**src/hw/rtl/p9c_pkg.sv**
```systemverilog
package p9c_pkg;

	localparam int LFSR_W    = 9;
	localparam int THR_W     = 16;
	localparam int TALLY_W   = 16;
	localparam int CFG_IDX_W = 2;

	localparam logic [LFSR_W-1:0] LFSR_SEED = 9'h001;
	localparam logic [THR_W-1:0]  THR_RESET = 16'd18;

	localparam logic [CFG_IDX_W-1:0] REG_SYNC_THRESHOLD = 2'd0;
	localparam logic [CFG_IDX_W-1:0] REG_LOSS_THRESHOLD = 2'd1;

	// Control from the sync logic to the sequence generator.
	typedef struct packed {
		logic reseed;
		logic step;
	} lfsr_ctl_t;

	// One result beat.
	typedef struct packed {
		logic               locked;
		logic               bit_mismatch;
		logic [TALLY_W-1:0] errors_seen;
		logic [TALLY_W-1:0] matches_seen;
	} result_t;

endpackage

```
**src/hw/rtl/p9c_lfsr.sv**
```systemverilog
module p9c_lfsr
	import p9c_pkg::*;
(
	input  logic      clk,
	input  logic      arst_n,
	input  lfsr_ctl_t ctl,
	output logic      expected
);

	logic [LFSR_W-1:0] lfsr_q;

	// Taps of x^9 + x^5 + 1.
	assign expected = lfsr_q[8] ^ lfsr_q[4];

	always_ff @(posedge clk or negedge arst_n) begin
		if (!arst_n) begin
			lfsr_q <= LFSR_SEED;
		end else if (ctl.reseed) begin
			lfsr_q <= LFSR_SEED;
		end else if (ctl.step) begin
			lfsr_q <= {lfsr_q[LFSR_W-2:0], expected};
		end
	end

endmodule

```
**src/hw/rtl/p9c_sync.sv**
```systemverilog
module p9c_sync
	import p9c_pkg::*;
#(
	parameter int COUNTER_WIDTH = 16
)
(
	input  logic             clk,
	input  logic             arst_n,
	input  logic             fire,
	input  logic             rx_bit,
	input  logic             restart,
	input  logic             expected,
	input  logic [THR_W-1:0] sync_threshold,
	input  logic [THR_W-1:0] loss_threshold,
	output lfsr_ctl_t        ctl,
	output result_t          res
);

	localparam int CMP_W = (COUNTER_WIDTH > THR_W) ? COUNTER_WIDTH : THR_W;

	logic                     sync_q;
	logic [COUNTER_WIDTH-1:0] match_run_q;
	logic [COUNTER_WIDTH-1:0] mismatch_run_q;
	logic [COUNTER_WIDTH-1:0] error_tally_q;
	logic [COUNTER_WIDTH-1:0] match_tally_q;

	logic                     diff;
	logic                     sync_d;
	logic [COUNTER_WIDTH-1:0] match_run_d;
	logic [COUNTER_WIDTH-1:0] mismatch_run_d;
	logic [COUNTER_WIDTH-1:0] error_tally_d;
	logic [COUNTER_WIDTH-1:0] match_tally_d;
	logic [CMP_W-1:0]         err_ext;
	logic [CMP_W-1:0]         mat_ext;

	always_comb begin
		diff           = 1'b0;
		sync_d         = sync_q;
		match_run_d    = match_run_q;
		mismatch_run_d = mismatch_run_q;
		error_tally_d  = error_tally_q;
		match_tally_d  = match_tally_q;
		ctl.reseed     = 1'b0;
		ctl.step       = 1'b0;

		if (restart) begin
			// The runs and tallies are held across a restart.
			sync_d     = 1'b0;
			ctl.reseed = fire;
		end else begin
			diff = rx_bit ^ expected;
			if (diff) begin
				mismatch_run_d = mismatch_run_q + 1'b1;
				match_run_d    = '0;
			end else begin
				match_run_d    = match_run_q + 1'b1;
				mismatch_run_d = '0;
			end

			if (!sync_q) begin
				error_tally_d = '0;
				match_tally_d = '0;
				sync_d = ~diff &&
					(CMP_W'(match_run_d) >= CMP_W'(sync_threshold));
				// A miss while hunting starts the sequence over.
				ctl.reseed = fire & diff;
				ctl.step   = fire & ~diff;
			end else begin
				sync_d   = ~(CMP_W'(mismatch_run_d) >= CMP_W'(loss_threshold));
				ctl.step = fire;
				if (diff) begin
					error_tally_d = error_tally_q + 1'b1;
				end else begin
					match_tally_d = match_tally_q + 1'b1;
				end
			end
		end
	end

	assign err_ext = CMP_W'(error_tally_d);
	assign mat_ext = CMP_W'(match_tally_d);

	assign res.locked       = sync_d;
	assign res.bit_mismatch = diff;
	assign res.errors_seen  = err_ext[TALLY_W-1:0];
	assign res.matches_seen = mat_ext[TALLY_W-1:0];

	always_ff @(posedge clk or negedge arst_n) begin
		if (!arst_n) begin
			sync_q         <= 1'b0;
			match_run_q    <= '0;
			mismatch_run_q <= '0;
			error_tally_q  <= '0;
			match_tally_q  <= '0;
		end else if (fire) begin
			sync_q         <= sync_d;
			match_run_q    <= match_run_d;
			mismatch_run_q <= mismatch_run_d;
			error_tally_q  <= error_tally_d;
			match_tally_q  <= match_tally_d;
		end
	end

endmodule

```
**src/hw/rtl/prbs9_sync_error_checker_top.sv**
```systemverilog
// PRBS9 receive checker: each input beat carries one received bit, which is
// compared against a local x^9+x^5+1 sequence (seed 1); the result beat
// reports lock, whether this bit missed, and the error and match tallies
// counted since lock. One bit is taken every clock unless the output stalls,
// and a result passes through an input register, then a result register;
// the run counter increment and threshold compare sit between the two.
// Thresholds are written on the cfg port, which is always ready, and should
// only be changed while no beat is in flight.
module prbs9_sync_error_checker_top
	import p9c_pkg::*;
#(
	parameter int COUNTER_WIDTH = 16
)
(
	input  logic                 clk,
	input  logic                 arst_n,

	input  logic                 in_valid,
	output logic                 in_stall,
	input  logic                 rx_bit,
	input  logic                 restart,

	output logic                 out_valid,
	input  logic                 out_stall,
	output logic                 locked,
	output logic                 bit_mismatch,
	output logic [TALLY_W-1:0]   errors_seen,
	output logic [TALLY_W-1:0]   matches_seen,

	input  logic                 cfg_valid,
	output logic                 cfg_ready,
	input  logic [CFG_IDX_W-1:0] cfg_index,
	input  logic [THR_W-1:0]     cfg_data
);

	logic             valid_s1;
	logic             rx_bit_s1;
	logic             restart_s1;
	logic             out_valid_q;
	result_t          res_q;
	logic [THR_W-1:0] sync_threshold_q;
	logic [THR_W-1:0] loss_threshold_q;

	logic             advance;
	logic             fire;
	logic             expected;
	lfsr_ctl_t        lfsr_ctl;
	result_t          res;

	assign advance  = ~out_valid_q | ~out_stall;
	assign fire     = valid_s1 & advance;
	assign in_stall = valid_s1 & ~advance;
	assign cfg_ready = 1'b1;

	always_ff @(posedge clk or negedge arst_n) begin
		if (!arst_n) begin
			sync_threshold_q <= THR_RESET;
			loss_threshold_q <= THR_RESET;
		end else if (cfg_valid) begin
			case (cfg_index)
				REG_SYNC_THRESHOLD: sync_threshold_q <= cfg_data;
				REG_LOSS_THRESHOLD: loss_threshold_q <= cfg_data;
				default: ;
			endcase
		end
	end

	always_ff @(posedge clk or negedge arst_n) begin
		if (!arst_n) begin
			valid_s1 <= 1'b0;
		end else if (!in_stall) begin
			valid_s1 <= in_valid;
		end
	end

	always_ff @(posedge clk) begin
		if (in_valid && !in_stall) begin
			rx_bit_s1  <= rx_bit;
			restart_s1 <= restart;
		end
	end

	p9c_lfsr u_lfsr (
		.clk      (clk),
		.arst_n   (arst_n),
		.ctl      (lfsr_ctl),
		.expected (expected)
	);

	p9c_sync #(
		.COUNTER_WIDTH (COUNTER_WIDTH)
	) u_sync (
		.clk            (clk),
		.arst_n         (arst_n),
		.fire           (fire),
		.rx_bit         (rx_bit_s1),
		.restart        (restart_s1),
		.expected       (expected),
		.sync_threshold (sync_threshold_q),
		.loss_threshold (loss_threshold_q),
		.ctl            (lfsr_ctl),
		.res            (res)
	);

	always_ff @(posedge clk or negedge arst_n) begin
		if (!arst_n) begin
			out_valid_q <= 1'b0;
		end else if (advance) begin
			out_valid_q <= valid_s1;
		end
	end

	always_ff @(posedge clk) begin
		if (fire) begin
			res_q <= res;
		end
	end

	assign out_valid    = out_valid_q;
	assign locked       = res_q.locked;
	assign bit_mismatch = res_q.bit_mismatch;
	assign errors_seen  = res_q.errors_seen;
	assign matches_seen = res_q.matches_seen;

endmodule

```
**config.mk**
```make
export PLATFORM = sky130hd
export DESIGN_NAME = prbs9_sync_error_checker_top
export DESIGN_NICKNAME = d
export VERILOG_FILES = /design/src/hw/rtl/p9c_pkg.sv /design/src/hw/rtl/p9c_lfsr.sv /design/src/hw/rtl/p9c_sync.sv /design/src/hw/rtl/prbs9_sync_error_checker_top.sv
export SDC_FILE = /design/constraint.sdc
export NUM_CORES = 1
export LEC_CHECK = 0
export ABC_AREA = 1
export BUFFER_PORTS_ARGS = -buffer_cell sky130_fd_sc_hd__buf_2
export CELL_PAD_IN_SITES_DETAIL_PLACEMENT = 1
export CELL_PAD_IN_SITES_GLOBAL_PLACEMENT = 2
export CORE_ASPECT_RATIO = 1.4
export CORE_MARGIN = 1.5
export CORE_UTILIZATION = 36
export DETAILED_ROUTE_END_ITERATION = 7
export GPL_TIMING_DRIVEN = 0
export PLACE_DENSITY_LB_ADDON = 0.08
export SYNTH_ARGS = -nofsm -noshare
export SYNTH_HDL_FRONTEND = slang
export SYNTH_SLANG_ARGS = --single-unit
```
**constraint.sdc**
```tcl
create_clock -name clk -period 2.9 [get_ports clk]
set_input_delay 0 -clock clk [delete_from_list [all_inputs] [get_ports clk]]
set_output_delay 0 -clock clk [all_outputs]
set_load 0.01 [all_outputs]
```
Word-level counts from Yosys, hierarchy flattened
Cells that the tools add are included.

word-level totals
  bits in registers = 144
  output and inout port bits = 37

operators by class
  add/sub/neg operators = 4
  magnitude comparators = 2
  equal/unequal tests = 1
  multiplexer cells = 18
  bitwise operators = 13
  reductions and logical operators = 8

operator list
  operator               count
  $mux 16                10
  $add 16x1->16 const B  4
  $ge 16x16->1           2
  $mux 9                 2
  $mux 1                 6
  $not 1->1              6
  $reduce_and 2->1       3
  $and 1x1->1            4
  $eq 2x1->1 const B     1
  $logic_and 1x1->1      2
  $logic_not 2->1        1
  $reduce_bool 2->1      1
  $xor 1x1->1            2
  $logic_not 1->1        1
  $or 1x1->1             1

Depth between registers and ports, before layout
Gate-level depths: netlist (run 1).

  depth in word-level cells = 8
  mapped depth = 23

Hierarchy
From an unflattened synthesis (run 1), not the netlist that was laid out.

unflattened totals
  cells, all modules = 1,013
  area, all modules = 7,967.6 sq um

modules (own cells, without submodules)
  module                        instances  cells an instance  area an instance (sq um)  seq. area each (sq um)
  p9c_sync                      1          775                5,047.3                   1,626.6
  prbs9_sync_error_checker_top  1          193                2,537.4                   1,936.9
  p9c_lfsr                      1          45                 382.9                     226.5

Least setup slack after synthesis (run 1)
Ideal clock, no wire load.

  kind = reg-to-reg
  start point = reg u_sync.match_run_q[0]
  end point = reg res_q, in the netlist locked, data pin
  library setup time = 258 ps
  arrival time = 2,167 ps
  data required time = 2,642 ps
  setup slack = 475 ps
  stages on the path, launching flop included = 19
  path buffers = 0
  period minus slack after synthesis = 2,425 ps
  cell sequence = dfrtp_1 ha_1 nand2_1 nor2_2 nand3_2 nor3_4 nand3_1 o21ai_1 and2_1 ha_1 nand2_1 nor2_1 and2_1 nand2_1 inv_1 nand2_1 nand2_1 nand2_1 a21oi_1

RTL lines
  item                    RTL line                             text
  start, declared         p9c_sync.sv:22                       logic [COUNTER_WIDTH-1:0] match_run_q;
  start signal, assigned  p9c_sync.sv:97                       match_run_q <= match_run_d;
  end signal, assigned    prbs9_sync_error_checker_top.sv:115  res_q <= res;
  end, declared           prbs9_sync_error_checker_top.sv:40   result_t res_q;

==> impl_metrics.toml, run 1 <==
[status]
status = "completed"

[run]
cap_violations = 0

[sta]
fmaxAchievable_ghz = 0.353
fin_setup_tns_ns = 0
skew_ns = 0.00997
rsz0062_at_grt = "yes"
setup_violations = 0
worst_pin_slew_ns = 1.02
slew_violations = 0
timing_hold_violations_final = 0
fin_crit_sh_pct = 97.6
slew_headroom_pct = 32.0
finalCriticalPeriod_ns = 2.83

[setup_path]
worstPathMaxFanout = 3
worst_path_max_delay_cell = "dfrtp_1"
path_cells = "nand3_2 > nor2_4 > nand2_4 > nor3_4 > buf_4 > nand2_1 > nand3_1 > inv_1 > ha_1 > a21o_1 > nor2_2 > nand2_1 > nand2_1 > nand4_1 > a21oi_4"
worstPathArrival_ns = 3.12
required_ns = 3.18
r2r-start = "u_sync.mismatch_run_q[1]"
cp-end-kind = "register"
crit_type = "register to register"
slowest_delay_ns = 0.40
crit_path_start = "u_sync.mismatch_run_q[1]"
path_common_cell = "nand2_1"
critPathLaunchType = "register"

[drt]
routed_wirelength_um = 25900
drc = 0
drt_iter0_markers = 250
wl_per_cell_um = 18.0
first_pass_iters = 4
drtAntennaViolNets = 0
vias_per_cell = 4.96
vias = 7128

[clocking]
clock_latency_ns = 0.44
tritoncts = "done"
clk_pin_slew_ns = 0.06
cts_max_level = 4
clock-sinks = 144
cts_buffers = 17
clock_path_buffers = 2
root_buffer = "clkbuf_16"

[grt]
grt.met1_usage_pct = 25.1
grt_pass1_wl_um = 41200
grt_pass1_vias = 7753
grt_usage_pct = 23.6
grt_overflow = 0
gr-usage-met3_pct = 3.56
grt_util_met2_pct = 44.9
antenna_found_initial = 0
busiest_layer = "met2"
grt_max_degree = 61

[die]
die_area_mm2 = 0.0233
die_h_um = 180
fp.coreArea_mm2 = 0.0219
initial_core_util_pct = 36.8
rows = 64
boundaryPins = 62
die_w_um = 130

[logic_synthesis]
mappedNetlistNets = 1072
yosys.cell_types.count = 45
synthCells = 1011
avgSynthCellArea_um2 = 7.98
yosys_warnings = 0
synth-seq-cells = 144
ys_seq_area_share_pct = 47.0
netlist_area_mm2 = 0.00807

[cells_and_area]
layout_common_cells = "264 x nand2_1, 147 x inv_1, 101 x dfrtp_1, 85 x o21ai_0, 69 x buf_2"
final_util_pct = 45.5
nNetsFinal = 1189
drive_gt1_share_pct = 20.8
mostFrequentLayoutCell = "nand2_1"
syn_to_final_growth_pct = 23.8
diodes = 0

[power_and_ir_drop]
peakVddDrop_mv = 0.413
p_per_area_mw_per_mm2 = 613
leakagePower_nw = 4.82

[worst_hold_path]
worstHoldStart = "cfg_valid"
holdCritPathClass = "input pin to register"

[placed_design]
gp_congestion = 0.811
io_buffers = 60
hpwl_um = 18800
-- flip-flops by register name, indices dropped and copies added, names as in the netlist --
register / count
u_sync.error_tally_q: 16
u_sync.match_tally_q: 16
loss_threshold_q: 16
restart_s1: 1
matches_seen: 16
locked: 1
rx_bit_s1: 1
out_valid: 1
errors_seen: 16
bit_mismatch: 1
u_sync.match_run_q: 16
valid_s1: 1
u_sync.mismatch_run_q: 16
u_sync.sync_q: 1
u_lfsr.lfsr_q: 9
sync_threshold_q: 16
-- report_power, final --
part	switching (W)	internal [W]
logic	0.000986	0.000501
clock network	0.000885	0.00126
registers	0.000148	0.00234
-- cells in the mapped netlist --
master | n | area [µm²]
o21bai_1 | 9 | 67.6
a21o_1 | 2 | 15.0
ha_1 | 36 | 450
a21oi_1 | 26 | 130
edfxtp_1 | 36 | 1080
buf_4 | 3 | 22.5
o21ai_1 | 12 | 60.1
nor3_4 | 2 | 32.5
nor2_8 | 1 | 20.0
and2_1 | 3 | 18.8
nor2_2 | 10 | 62.6
nand3_2 | 7 | 70.1
nand3_1 | 46 | 230
a211oi_1 | 4 | 30.0
a31oi_1 | 3 | 18.8
xor2_1 | 2 | 17.5
o21ai_0 | 88 | 440
nand3b_4 | 2 | 40.0
o21ai_2 | 5 | 43.8
a21boi_0 | 1 | 7.51
nor2_1 | 70 | 263
dfrtp_1 | 103 | 2580
nor3_2 | 1 | 10.0
buf_2 | 10 | 50.1
clkbuf_1 | 14 | 52.6
and2_2 | 1 | 7.51
nand2_1 | 277 | 1040
nor4_1 | 3 | 18.8
nand2_2 | 2 | 12.5
or2_2 | 3 | 18.8
and3_1 | 11 | 68.8
conb_1 | 1 | 3.75
inv_1 | 150 | 563
nor2_4 | 1 | 11.3
nand2_4 | 2 | 22.5
nor3b_1 | 1 | 7.51
dfstp_2 | 5 | 131
nand4_1 | 27 | 169
buf_1 | 1 | 3.75
nor3_1 | 12 | 60.1
inv_2 | 8 | 30.0
a21oi_2 | 4 | 35.0
buf_6 | 3 | 33.8
nand3b_1 | 2 | 15.0
inv_4 | 1 | 6.26
-- metrics by stage --
| step | hold WS [ns] | setup WS, ns | power, W | std cells | cell area (µm²) |
|---|---|---|---|---|---|
| floorplan | -0.296 | 0.475 | 0.00334 | 1011 | 8070 |
| global placement | 0.191 | -0.574 | 0.00383 | 1368 | 8740 |
| detailed placement | -0.0112 | -0.554 | 0.00387 | 1369 | 8780 |
| CTS | 0.0385 | 0.00711 | 0.00613 | 1431 | 9730 |
| global route | 0.0977 | -0.0840 | 0.00646 | 1438 | 9990 |
| finish | 0.0491 | 0.0683 | 0.00612 | 1438 | 9990 |
-- cell type report --
type	count	area [µm²]
buffer	31	166
clock buffer	25	495
clock inverter	7	60.1
fill	2731	11900
inverter	159	604
multi-input combinational	677	3830
sequential	144	3790
tap	297	372
timing repair buffer	98	674
-- layer usage --
metal	vias to the layer above	wire length [µm]
met5	-	0
met1	3511	10100
li1	3495	-
met3	38	452
met4	0	914
met2	84	14500
-- kinds of logic after synthesis --
family	synth area share [%]
compound gates	10.5
xor+xnor	0.217
simple gates	27.2
fa+ha+maj	5.58
flops	47.0
other cells	0.0465
buf+inv	9.44
-- timing repair --
| action | 4_1_cts | 5_1_grt |
|---|---|---|
| pin swaps | 14 | 27 |
| setup endpoints to repair | 2 | 2 |
| hold buffers | 22 | 0 |
| hold endpoints to repair | 145 | 0 |
| setup buffers | 8 | 7 |
| gates resized for setup | 36 | 50 |
-- worst paths after layout --
| check | endpoint | slack [ns] | cells past startpoint |
|---|---|---|---|
| hold reg to reg | loss_threshold_q[12] | 0.48 | 2 |
| setup reg to reg | locked | 0.07 | 15 |
| hold / removal | sync_threshold_q[15] | 0.05 | 4 |
| max in group asynchronous | u_lfsr.lfsr_q[0] | 2.09 | 3 |
| setup / recovery | locked | 0.07 | 15 |
| min in group asynchronous | u_sync.mismatch_run_q[9] | 0.08 | 2 |
-- worst max-delay path: cells and delay by family (launching register included) --
family,cells,cell delay [ns]
compound gates,2,0.43
buf+inv,2,0.21
fa+ha+maj,1,0.30
flops,1,0.40
simple gates,10,1.34
(Power assumes the default switching activity.)
==> run 2, diff against run 1 <==
Settings changed: SETUP_SLACK_MARGIN set to 0.5.
==> run 2 against run 1 <==
  * Clock power fell by 5%
  * Sequential share of layout area decreased by 0.65 points
  * Critical path type unchanged
  * Via count grew 0.94%
  * Clock skew fell by 0.0015 ns
  * Non-clock buffer count rose by 9
  * Die area stayed put
==> impl_metrics.toml, run 2 (synthesis gave the netlist of run 1 again) <==
[cells_and_area]
diodes = 0
syn_to_final_growth_pct = 26.0
drive_gt1_share_pct = 22.2
fill_cells = 2706
mostFrequentLayoutCell = "nand2_1"
nNetsFinal = 1198
layout_common_cells = "260 x nand2_1, 147 x inv_1, 101 x dfrtp_1, 85 x o21ai_0, 68 x buf_2"
final_util_pct = 46.3

[sta]
slew_violations = 0
fin_crit_sh_pct = 94.2
rsz0062_at_grt = "yes"
skew_ns = 0.00852
finalCriticalPeriod_ns = 2.73
timing_hold_violations_final = 0
fmaxAchievable_ghz = 0.366
setup_violations = 0
slew_headroom_pct = 53.3
worst_pin_slew_ns = 0.700

[clocking]
clock_latency_ns = 0.43
tritoncts = "done"
clock_path_buffers = 2
clock-sinks = 144
cts_buffers = 17
clk_pin_slew_ns = 0.06
root_buffer = "clkbuf_16"
cts_max_level = 4

[setup_path]
ff2ff_setup_slack_ns = 0.17
critPathLaunchType = "register"
path_common_cell = "nand2_2"
crit_family = "simple AND/OR/NAND/NOR gates"
crit_type = "register to register"
worstPathBufferInverterCount = 3
r2r-start = "u_sync.match_run_q[1]"
ff2ff_path_depth = 19
worstPathArrival_ns = 2.91
crit_path_start = "u_sync.match_run_q[1]"
slowest_delay_ns = 0.41
path_cells = "buf_6 > nand3_4 > inv_2 > nand3_1 > nor2_2 > nand2_2 > xor2_1 > nor2_2 > ha_4 > nand2_1 > inv_1 > nand2_2 > nand2_4 > nor2_4 > nand2_2 > nand2_1 > nand2_1 > nand2_2 > a21oi_2"
r2r_end = "locked"
worstPathMaxFanout = 4
critPathCapture = "locked"
cp-end-kind = "register"
path_depth = 19
required_ns = 3.08
worst_path_max_delay_cell = "dfrtp_1"

[worst_hold_path]
holdCritPathClass = "input pin to asynchronous set/reset pin"

[grt]
grt_overflow = 0
grt_pass1_vias = 7717
grt_usage_pct = 23.4
grt_pass1_wl_um = 41000
antenna_found_initial = 0
grt_max_degree = 74

[die]
rows = 64
die_area_mm2 = 0.0233
die_h_um = 180
die_w_um = 130
fp.coreArea_mm2 = 0.0219
boundaryPins = 62
initial_core_util_pct = 36.8

[drt]
wl_per_cell_um = 17.8
route.met2.wl_um = 14200
wl_met3_um = 535
drt_iter0_markers = 191
first_pass_iters = 5
drtAntennaViolNets = 0
topRoutingLayerUsed = "met4"
drc = 0
routed_wirelength_um = 25700
routedLengthMet1_um = 9750
vias = 7195
vias_per_cell = 4.97

[placed_design]
hpwl_um = 18500
io_buffers = 60
gp_congestion = 0.793

[status]
status = "completed"

[power_and_ir_drop]
p_per_area_mw_per_mm2 = 602
total_power_w = 0.00612
peakVddDrop_mv = 0.327
leakagePower_nw = 4.87

[run]
cap_violations = 0
==> run 2: layout make-up <==
| class | instances | area [µm²] | share of cell area, % |
|---|---|---|---|
| timing repair buffer | 107 | 742 | 7.30 |
| buffer | 31 | 176 | 1.74 |
| tap | 297 | 372 | 3.65 |
| clock inverter | 7 | 62.6 | 0.615 |
| inverter | 159 | 607 | 5.97 |
| sequential | 144 | 3790 | 37.3 |
| clock buffer | 25 | 465 | 4.58 |
| multi-input combinational | 677 | 3950 | 38.9 |
==> run 2: how the worst min path moves through the flow <==
stage | from | end | slack (ns) | cells after the start
finish | arst_n | loss_threshold_q[9] | 0.04 | 2
global route | arst_n | loss_threshold_q[9] | 0.06 | 2
CTS | cfg_valid | sync_threshold_q[0] | 0.02 | 4
detailed placement | arst_n | loss_threshold_q[9] | -0.06 | 1
global placement | rx_bit | rx_bit_s1 | 0.19 | 1
floorplan | arst_n | loss_threshold_q[0] | -0.30 | 0
==> run 2: worst reg2reg max path, cell delays in order (launching register included) <==
cell	delay, ns
dfrtp_1	0.41
buf_6	0.13
nand3_4	0.09
inv_2	0.08
nand3_1	0.07
nor2_2	0.16
nand2_2	0.10
xor2_1	0.17
nor2_2	0.22
ha_4	0.25
nand2_1	0.05
inv_1	0.05
nand2_2	0.10
nand2_4	0.09
nor2_4	0.11
nand2_2	0.09
nand2_1	0.09
nand2_1	0.06
nand2_2	0.08
a21oi_2	0.07
==> run 2: power by group <==
part	switching (W)	internal, W
Sequential	0.000150	0.00234
Clock	0.000851	0.00119
Combinational	0.00105	0.000541
Total	0.00205	0.00408
==> run 2: what timing repair did <==
action / CTS / global route
hold endpoints to repair: 142 / 0
setup endpoints to repair: 2 / 42
gates cloned: 0 / 0
hold buffers: 22 / 0
pin swaps: 32 / 22
gates resized for setup: 80 / 27
buffers inserted: 24 / 0
==> run 2: stage by stage <==
stage	area (µm²)	setup TNS, ns	hold slack, ns	instances	setup slack, ns
2_1_floorplan	8070	0	-0.296	1011	0.475
3_3_place_gp	8740	-0.464	0.191	1368	-0.282
3_5_place_dp	8780	-0.478	-0.0647	1369	-0.283
4_1_cts	10000	0	0.0245	1447	0.160
5_1_grt	10200	0	0.0599	1447	0.00325
6_report	10200	0	0.0355	1447	0.168
==> run 2: per-layer routing <==
layer  vias to the layer above  track usage, %
met5                         -               0
met4                         0            11.8
met3                        42            3.95
met2                       106            44.6
met1                      3529            24.0
li1                       3518               -
